<file path="src/hdl/tia_pkg.sv">
`timescale 1ns / 1ps
package tia_pkg;

   localparam int unsigned REF_DEPTH_DEFAULT  = 1024;
   localparam int unsigned RATIO_BITS_DEFAULT = 16;
   localparam int unsigned TIME_W             = 63;
   localparam int unsigned POS_W              = 32;
   localparam int unsigned GAP_W              = 40;
   localparam int unsigned IDX_W              = 16;
   localparam logic [GAP_W-1:0] MAX_GAP_RESET = 40'd110000000;

   // Operation codes.
   localparam logic [1:0] OP_LOAD    = 2'd0;
   localparam logic [1:0] OP_EST     = 2'd1;
   localparam logic [1:0] OP_RESTART = 2'd2;
   localparam logic [1:0] OP_UNUSED  = 2'd3;

   // Status codes.
   localparam logic [1:0] ST_ASSOC  = 2'd0;
   localparam logic [1:0] ST_BEFORE = 2'd1;
   localparam logic [1:0] ST_NOLATE = 2'd2;
   localparam logic [1:0] ST_GAP    = 2'd3;

   typedef struct packed {
      logic [1:0]        op;
      logic [TIME_W-1:0] sample_time;
      logic signed [POS_W-1:0] pos_x;
      logic signed [POS_W-1:0] pos_y;
      logic signed [POS_W-1:0] pos_z;
   } req_type;

   typedef struct packed {
      logic [1:0]        status;
      logic [TIME_W-1:0] match_time;
      logic signed [POS_W-1:0] est_x;
      logic signed [POS_W-1:0] est_y;
      logic signed [POS_W-1:0] est_z;
      logic signed [POS_W-1:0] interp_x;
      logic signed [POS_W-1:0] interp_y;
      logic signed [POS_W-1:0] interp_z;
      logic [IDX_W-1:0]  assoc_index;
   } rsp_type;

   // Control between sequencer and divider.
   typedef struct packed {
      logic start;
      logic busy;
      logic done;
   } div_ctl_type;

endpackage

</file>
<file path="src/hdl/tia_div.sv">
`timescale 1ns / 1ps
// Restoring divider: one quotient bit per cycle; the internal quotient is RATIO_BITS+1
// wide so that a dividend at or above the divisor is represented, but only its low RATIO_BITS bits reach the port.
module tia_div
   import tia_pkg::*;
#(
   parameter int unsigned RATIO_BITS = RATIO_BITS_DEFAULT
) (
   input  logic                     clock,
   input  logic                     reset,
   input  logic                     start,
   input  logic [TIME_W-1:0]        dividend,
   input  logic [TIME_W-1:0]        divisor,
   output div_ctl_type              ctl,
   output logic [RATIO_BITS-1:0]    quotient
);
   localparam int unsigned CNT_W = $clog2(RATIO_BITS + 2);

   logic [TIME_W:0]        rem_ff, rem_in;
   logic [TIME_W-1:0]      den_ff, den_in;
   logic [RATIO_BITS:0]    quo_ff, quo_in;
   logic [CNT_W-1:0]       cnt_ff, cnt_in;
   logic                   busy_ff, busy_in, done_ff, done_in;
   logic [TIME_W:0]        trial;
   logic [TIME_W+1:0]      shifted;

   // One shift and subtract step per cycle.
   always_comb begin
      rem_in  = rem_ff;
      den_in  = den_ff;
      quo_in  = quo_ff;
      cnt_in  = cnt_ff;
      busy_in = busy_ff;
      done_in = 1'b0;
      shifted = {rem_ff, 1'b0};
      trial   = shifted[TIME_W:0] - {1'b0, den_ff};
      if (start) begin
         // First step compares the raw dividend (bit RATIO_BITS of the quotient).
         rem_in  = {1'b0, dividend};
         den_in  = divisor;
         quo_in  = '0;
         cnt_in  = CNT_W'(RATIO_BITS + 1);
         busy_in = 1'b1;
         if ({1'b0, dividend} >= {1'b0, divisor}) begin
            rem_in = {1'b0, dividend} - {1'b0, divisor};
            quo_in = {1'b1, {RATIO_BITS{1'b0}}};
         end
         cnt_in = CNT_W'(RATIO_BITS);
      end else if (busy_ff) begin
         if (cnt_ff == '0) begin
            busy_in = 1'b0;
            done_in = 1'b1;
         end else begin
            cnt_in = cnt_ff - 1'b1;
            if (!shifted[TIME_W+1] && shifted[TIME_W:0] >= {1'b0, den_ff}) begin
               rem_in = trial;
               quo_in = {quo_ff[RATIO_BITS-1:0], 1'b1};
            end else begin
               rem_in = shifted[TIME_W:0];
               quo_in = {quo_ff[RATIO_BITS-1:0], 1'b0};
            end
         end
      end
   end

   always_ff @(posedge clock) begin
      rem_ff <= rem_in;
      den_ff <= den_in;
      quo_ff <= quo_in;
      cnt_ff <= cnt_in;
      if (reset) begin
         busy_ff <= 1'b0;
         done_ff <= 1'b0;
      end else begin
         busy_ff <= busy_in;
         done_ff <= done_in;
      end
   end

   assign ctl.start = start;
   assign ctl.busy  = busy_ff;
   assign ctl.done  = done_ff;
   assign quotient  = quo_ff[RATIO_BITS-1:0];
endmodule

</file>
<file path="config.mk">
export PLATFORM = sky130hd
export DESIGN_NAME = tia_div
export DESIGN_NICKNAME = d
export VERILOG_FILES = /design/src/hdl/tia_pkg.sv /design/src/hdl/tia_div.sv
export SDC_FILE = /design/constraint.sdc
export NUM_CORES = 1
export LEC_CHECK = 0
export ABC_AREA = 1
export BUFFER_PORTS_ARGS = -buffer_cell sky130_fd_sc_hd__buf_2
export CAP_MARGIN = 20
export CORE_ASPECT_RATIO = 0.7
export CORE_MARGIN = 3
export CORE_UTILIZATION = 30
export CTS_CLUSTER_DIAMETER = 150
export DETAILED_ROUTE_END_ITERATION = 12
export HOLD_SLACK_MARGIN = 0.03
export PLACE_DENSITY_LB_ADDON = 0.2
export RECOVER_POWER = 25
export REMOVE_ABC_BUFFERS = 1
export SLEW_MARGIN = 20
export SYNTH_ARGS = -nofsm -noshare
export SYNTH_HDL_FRONTEND = slang
export SYNTH_SLANG_ARGS = --single-unit
</file>
<file path="constraint.sdc">
create_clock -name clock -period 7 [get_ports clock]
set_input_delay 1.75 -clock clock [delete_from_list [all_inputs] [get_ports clock]]
set_output_delay 1.75 -clock clock [all_outputs]
set_load 0.1 [all_outputs]
</file>
## Word-level counts from Yosys, hierarchy flattened

Index checks and enable logic that the tools add are counted.

| storage, ports and cells | value |
|---|---|
| register bits | 150 |
| input bits | 129 |
| word-level logic and storage cells | 34 |

| operators by class | value |
|---|---|
| $add $sub $neg | 3 |
| $lt $le $gt $ge | 2 |
| equality and inequality tests | 1 |
| mux-type cells | 13 |
| bitwise gates (word level) | 2 |
| reduce and logical (&&, ||, !) cells | 7 |

Operators with widths:

| cell | count |
|---|---|
| $mux W64 | 5 |
| $ge A64 B63 Y1 | 1 |
| $sub A63 B63 Y64 | 1 |
| $sub A64 B63 Y64 | 1 |
| $ge A63 B63 Y1 | 1 |
| $mux W16 | 3 |
| $logic_not A5 Y1 | 1 |
| $mux W1 | 5 |
| $sub A5 B1 Y5 const B | 1 |
| $reduce_and A2 Y1 | 2 |
| $reduce_or A3 Y1 | 1 |
| $ne A2 B2 Y1 const B | 1 |
| $not A1 Y1 | 2 |
| $reduce_bool A2 Y1 | 1 |
| $logic_and A1 B1 Y1 | 1 |
| $logic_not A1 Y1 | 1 |

## Longest topological paths before layout

Gate-level depths: netlist (run 1).

| logic depth | value |
|---|---|
| depth in word-level cells | 6 |
| gate-level depth with buffers | 20 |
| gate-level depth less buffers | 19 |

## Least setup slack after synthesis (run 1)

Ideal clock, no wire load.

| timing | value |
|---|---|
| path type | in2reg |
| from | input start |
| to | register quo_ff[0] (enable) |
| setup time | 796 ps |
| arrival | 4021 ps |
| required time | 6204 ps |
| setup slack | 2183 ps |
| stages on the path | 5 |
| buffers on the path | 3 |
| path through | clkbuf_1 > inv_2 > clkbuf_1 > buf_1 > nand2_1 |

| between the ends | value |
|---|---|
| cells in the longest elaborated chain, start to end | 2 |

RTL lines:

| element | line | RTL |
|---|---|---|
| start: declaration | tia_div.sv:11 | `input logic start,` |
| $ne A2 B2 Y1 (no source line) / $reduce_bool A2 Y1 (equally long branches) | n/a |  |
| $reduce_and A2 Y1 (no source line) (*) | n/a |  |
| end signal: assignment | tia_div.sv:69 | `quo_ff <= quo_in;` |
| end: declaration | tia_div.sv:21 | `logic [RATIO_BITS:0] quo_ff, quo_in;` |

Every way passes the cells marked *; elsewhere a longest branch is shown, timed or not.
A chain may end at the register's enable or synchronous reset.

## Final worst setup path (run 1)

| timing | value |
|---|---|
| from | input start |
| to | output ctl[2] in the netlist's numbering |

RTL lines:

| element | line | RTL |
|---|---|---|
| end: declaration | tia_div.sv:14 | `output div_ctl_type ctl,` |

No word-level cell between the ends.

==> impl_metrics.toml, run 1 <==
[sta]
finalWorstSetupSlack_ns = 2.10
finalSetupViolations = 0
hold_viol = 0
rsz0062_at_grt = "false"
layout_min_cycle_time_ns = 4.90
clock.fmax_mhz = 204
tns_ns = 0
tightest_slew_ns = 1.14
fin_crit_sh_pct = 70.1
fin_skew_ns = 0.0171
timing.slew.headroom_pct = 23.9
holdWs_ns = 0.473
drv_slew = 0

[finish]
finalNonFillerCells = 4186
final_area_sq_mm = 0.0209
num_antenna_cells = 0
nNetsFinal = 3612
drive_above_1_share_pct = 4.51
n_fill_cell = 7075
utilization_pct = 33.7
areaGrowthSynthToFinish_pct = 10.6

[critical_path]
startpoint_type = "input port"
endpoint_kind = "output pin"
r2r_start = "rem_ff[0]"
crit_arrival_ns = 3.15
cp_top_family = "buffers and inverters"
path_max_fanout = 16
cpPeakStageDelay_ns = 0.81
crit_start = "start"
crit_required_ns = 5.25
worstPathCellList = "clkbuf_1 > buf_2"
critPathKind = "in -> out"
path_buf_inv = 2
cp_slowest_cell = "clkbuf_1"

[placed_design]
pre_cts_ws_ns = 1.83
post_dp_cell_area_sq_mm = 0.0204
dp_cells = 4154
gp_congestion = 1.02
dpl.hpwl_mm = 69.6
port_buffers = 147

[job]
cap_violations = 0

[global_routing]
grt.total_usage_pct = 24.2
grt_antenna_before_repair = 0
overflow = 0
grt_max_degree = 69
grt_first_pass_wirelength_mm = 119
grt_pass1_vias = 18500

[detailed_routing]
drtAntennaViolNets = 0
viasPerCell = 4.83
vias = 20200
drc_errors = 0
drtPass1Iterations = 6
drt_iter0_drc = 2265
drt-total-wl_mm = 81.3
routedWlPerCell_um = 19.4

[clock_network]
root_buffer = "clkbuf_16"
clk_latency_ns = 0.48
htreeDepth = 4
cts_made_buffers = 17
postCtsSetupBuffers = 0
cts_tree = "built"
ctsHoldBuffers = 0
clock_path_buffers = 2
post_cts_resized = 0
clk_pin_slew_ns = 0.07
clkSinkCount = 150

[floorplan]
die_x_um = 306
fp.dieH_um = 216
io_pins = 148
initial_utilization_pct = 30.5
dieArea_sq_mm = 0.0659
fp.coreArea_sq_mm = 0.0618
num_rows = 76

[yosys]
ys_seq_area_share_pct = 23.5
yosysTopAreaCellShare_pct = 24.4
synth_area_leaders = "nand2_1, edfxtp_1, inv_1"
yosys_register_bits = 150
ys_warn_count = 0
yosysUniqueCellTypes = 42
synth_largest_area_cell = "nand2_1"
synth_edf_count = 143
synthCells = 3234
syn-cell-area_sq_mm = 0.0189
synthArstFlopShare_pct = 0
synth.avg_cell_area_sq_um = 5.83
synth_ff_type = "edfxtp_1"

[pwr]
finalPower_mw = 5.33
peakVddDrop_uv = 199
power.density_mw_per_mm2 = 256
cellLeakagePower_nw = 11.6

[min_path]
hp-class = "reg -> reg"
hp-start = "cnt_ff[0]"

[status]
status = "finished clean"
[flip-flops by register name (all words and copies together), names as in the netlist]
signal / count
busy_ff: 1
cnt_ff: 5
den_ff: 63
done_ff: 1
quo_ff: 16
rem_ff: 64
[Yosys cell counts (all sizes together) (2+ instances only)]
cell type,number
o21bai,30
ha,127
nor2,253
nand2,1230
nand3,264
xnor2,52
buf,38
dfxtp,7
o21ai,53
inv,696
nand4,36
edfxtp,143
nor3,31
xor2,3
nor4,3
and3,2
nand3b,91
clkbuf,16
clkinv,5
a21oi,144
fa,2
a21o,2
[logic make-up after synthesis]
logic type                 after synthesis  share of synthesized area (%)
xor gates and xnor gates                55                           2.56
AOI/OAI and AO/OA                      233                           6.75
buffers and inverters                  755                           15.6
DFF                                    150                           23.5
and+or+nand+nor                       1912                           42.9
adders and majority gates              129                           8.64
[worst min-delay path, cell delays in order, from the launching register on]
cell and delay [ns]:
dfxtp_1 0.31, nand2_1 0.06, a21oi_1 0.05
[cells in the final DEF (no fill, tap or decap), types with 5 or more instances in the layout]
cell          n
a21oi_1     142
buf_2        88
buf_4         8
clkbuf_1     60
clkbuf_16    18
clkinv_1      5
dfxtp_1       7
edfxtp_1    143
ha_1        127
inv_1       692
inv_6         5
nand2_1    1223
nand3_1     260
nand3b_1     91
nand4_1      36
nor2_1      247
nor2_2        5
nor3_1       29
o21ai_0      50
o21bai_1     30
xnor2_1      52
[power by group]
group / internal, mW / switching (mW) / total [mW] / leakage, nW
Combinational: 0.915 / 2.18 / 3.09 / 9.83
Sequential: 1.18 / 0.137 / 1.32 / 1.49
Clock: 0.484 / 0.434 / 0.917 / 0.283
[final cells by class]
class | instances | area [sq um] | share of cell area (%)
clock buffer | 19 | 454 | 2.18
clock inverter | 13 | 106 | 0.510
inverter | 701 | 2630 | 12.6
multi-input combinational | 2329 | 11500 | 55.0
sequential | 150 | 4430 | 21.3
tap | 819 | 1020 | 4.91
timing repair buffer | 155 | 722 | 3.46
[worst paths after layout]
check                                  end  slack, ns  depth (start not counted)
worst max-delay path                ctl[2]       2.10                          2
worst min-delay path             cnt_ff[0]       0.47                          2
worst max register to register  rem_ff[37]       2.97                         16
worst min register to register   cnt_ff[0]       0.47                          2
[routing by layer]
| metal | vias up | global-route usage [%] | share of wire (%) |
|---|---|---|---|
| met5 | - | 0 | 0 |
| met4 | 0 | 4.78 | 1.8 |
| met1 | 9109 | 39.1 | 52 |
| li1 | 10200 | - | - |
| met3 | 76 | 4.25 | 9.0 |
| met2 | 800 | 32.7 | 38 |
Power figures use the tool's default switching activity.
==> run 2: changes to the inputs <==
==> constraint.sdc (replaced) <==
create_clock -name clock -period 4.7 [get_ports clock]
set_input_delay 1.175 -clock clock [delete_from_list [all_inputs] [get_ports clock]]
set_output_delay 1.175 -clock clock [all_outputs]
set_load 0.1 [all_outputs]
==> impl_metrics.toml, run 2 (synthesis results as in run 1) <==
[detailed_routing]
routedWlPerCell_um = 19.2
drt-total-wl_mm = 80.6
drt_iter0_drc = 2156
wl_met3_mm = 6.89
met1_length_mm = 41.6
drc_errors = 0
drtPass1Iterations = 6
vias = 20400
drtAntennaViolNets = 0
viasPerCell = 4.85
route.met2.wl_mm = 30.2
top_layer = "met5"

[clock_network]
cts_made_buffers = 17
ctsHoldBuffers = 0
clk_latency_ns = 0.46
clkSinkCount = 150
clk_pin_slew_ns = 0.07
postCtsSetupBuffers = 0
root_buffer = "clkbuf_16"
cts_tree = "built"
htreeDepth = 4
post_cts_resized = 0
clock_path_buffers = 2

[floorplan]
io_pins = 148
dieArea_sq_mm = 0.0659
die_x_um = 306
initial_utilization_pct = 30.5
fp.coreArea_sq_mm = 0.0618
fp.dieH_um = 216
num_rows = 76

[critical_path]
rr_worst_depth = 17
path_depth = 16
critPathKind = "in -> reg"
cp_top_family = "simple AND/OR/NAND/NOR gates"
worstPathCellList = "clkbuf_1 > inv_1 > ha_1 > nand2_1 > nor2_1 > nand2_1 > clkinv_1 > nand2_1 > nand2_1 > nand2_1 > nand3_1 > nand2_2 > buf_4 > nand3b_1 > nand3_1 > nand2_1"
cpPeakStageDelay_ns = 0.61
path_max_fanout = 63
rrSetupSlack_ns = 1.02
cp_slowest_cell = "buf_4"
reg2reg_to = "rem_ff[58]"
path_buf_inv = 4
crit_required_ns = 4.90
crit_arrival_ns = 4.22
r2r_start = "den_ff[13]"
path_common_cell = "nand2_1"
worstSetupEndpoint = "rem_ff[36]"
endpoint_kind = "flip-flop"
startpoint_type = "input port"
crit_start = "divisor[12]"

[pwr]
pwr-share-comb_pct = 58.2
power.density_mw_per_mm2 = 378
power.net_switching_mw = 4.05
swShare_pct = 51.0
p_int_mw = 3.89
cellLeakagePower_nw = 11.7
seq_power_share_pct = 24.6
peakVddDrop_uv = 226
finalPower_mw = 7.94
p_clk_share_pct = 17.2

[sta]
fin_crit_sh_pct = 85.4
layout_min_cycle_time_ns = 4.01
tightest_slew_ns = 1.07
hold_viol = 0
rsz0062_at_grt = "false"
drv_slew = 0
tns_ns = 0
clock.fmax_mhz = 249
timing.slew.headroom_pct = 28.9
finalSetupViolations = 0
fin_skew_ns = 0.0169

[finish]
utilization_pct = 34.0
largest_registers = "rem_ff (64), den_ff (63), quo_ff (16)"
layout_commonest_cell = "nand2_1"
n_fill_cell = 7034
areaGrowthSynthToFinish_pct = 11.4
nNetsFinal = 3629
drive_above_1_share_pct = 4.96
top_register = "rem_ff"
largest_register_ffs = 64
mostFrequentLayoutCells = "nand2_1, inv_1, nand3_1"

[global_routing]
grt_first_pass_wirelength_mm = 118
grt_antenna_before_repair = 2
grt_max_degree = 64
grt_pass1_vias = 18700
overflow = 0
grt.total_usage_pct = 24.1

[job]
cap_violations = 0

[status]
status = "finished clean"

[placed_design]
gp_congestion = 0.974
port_buffers = 147
dpl.hpwl_mm = 69.4

[min_path]
hp-class = "reg -> reg"
## run 2: cell types whose count changed in the layout (fill, tap and decap cells not counted)
cell      previous run  this run
clkbuf_8             0         1
clkinv_2             2         1
clkbuf_1            60        61
clkinv_4             2         1
buf_2               88        87
buf_12               0         1
buf_6                0         1
inv_6                5         6
diode_2              0         1
buf_4                8        23
## run 2: how the worst min path moves through the flow
stage                    from        end  slack (ns)  cells after the start
CTS                 cnt_ff[0]  cnt_ff[0]        0.47                      2
floorplan           cnt_ff[0]  cnt_ff[0]        0.44                      2
global placement    cnt_ff[0]  cnt_ff[0]        0.46                      2
finish              cnt_ff[0]  cnt_ff[0]        0.47                      2
detailed placement  cnt_ff[0]  cnt_ff[0]        0.46                      2
global route        cnt_ff[0]  cnt_ff[0]        0.48                      2
## run 2: cell type report
cell class	instances	area (sq um)	area share (%)
clock buffers	20	468	2.23
clock inverters	12	101	0.483
repair buffers	172	865	4.12
well taps	819	1020	4.88
flip-flops and latches	150	4430	21.1
diodes	1	2.50	0.0119
multi-input cells	2329	11500	54.6
inverters	701	2630	12.5
## run 2: through the flow
stage | setup WS, ns | cell area (sq um) | instances | hold WS, ns
3_5_place_dp | 0.490 | 20500 | 4171 | 0.463
2_1_floorplan | 0.594 | 18500 | 3180 | 0.439
3_3_place_gp | 0.436 | 20500 | 4171 | 0.456
4_1_cts | 0.980 | 21100 | 4203 | 0.473
5_1_grt | 0.575 | 21000 | 4204 | 0.484
6_report | 0.688 | 21000 | 4204 | 0.474
## run 2: power by group through the flow
stage | clock (mW) | combinational, mW | sequential, mW
3_3_place_gp | 0 | 4.53 | 1.97
5_1_grt | 1.45 | 5.12 | 1.97
6_report | 1.37 | 4.62 | 1.95
2_1_floorplan | 0 | 2.91 | 1.99
3_5_place_dp | 0 | 4.50 | 1.97
4_1_cts | 1.39 | 4.53 | 1.94
## run 2: worst register-to-register path, stage by stage (launching register included)
cell and delay, ns:
edfxtp_1 0.46, inv_1 0.10, ha_1 0.38, nand2_1 0.14, nor2_1 0.22, nand2_1 0.13
clkinv_1 0.06, nand2_1 0.05, nand2_2 0.15, nand2_1 0.07, nand2_1 0.18, nand2_1 0.13
nand3_4 0.11, buf_4 0.48, nand3_4 0.47, nand2_1 0.18, nand2_1 0.14, nand2_1 0.09
## run 2: routing by layer
metal  vias to the layer above  track usage, %
li1                      10300               -
met1                      9263            38.6
met2                       763            32.4
met3                        75            4.17
met4                         2            5.84
met5                         -               0
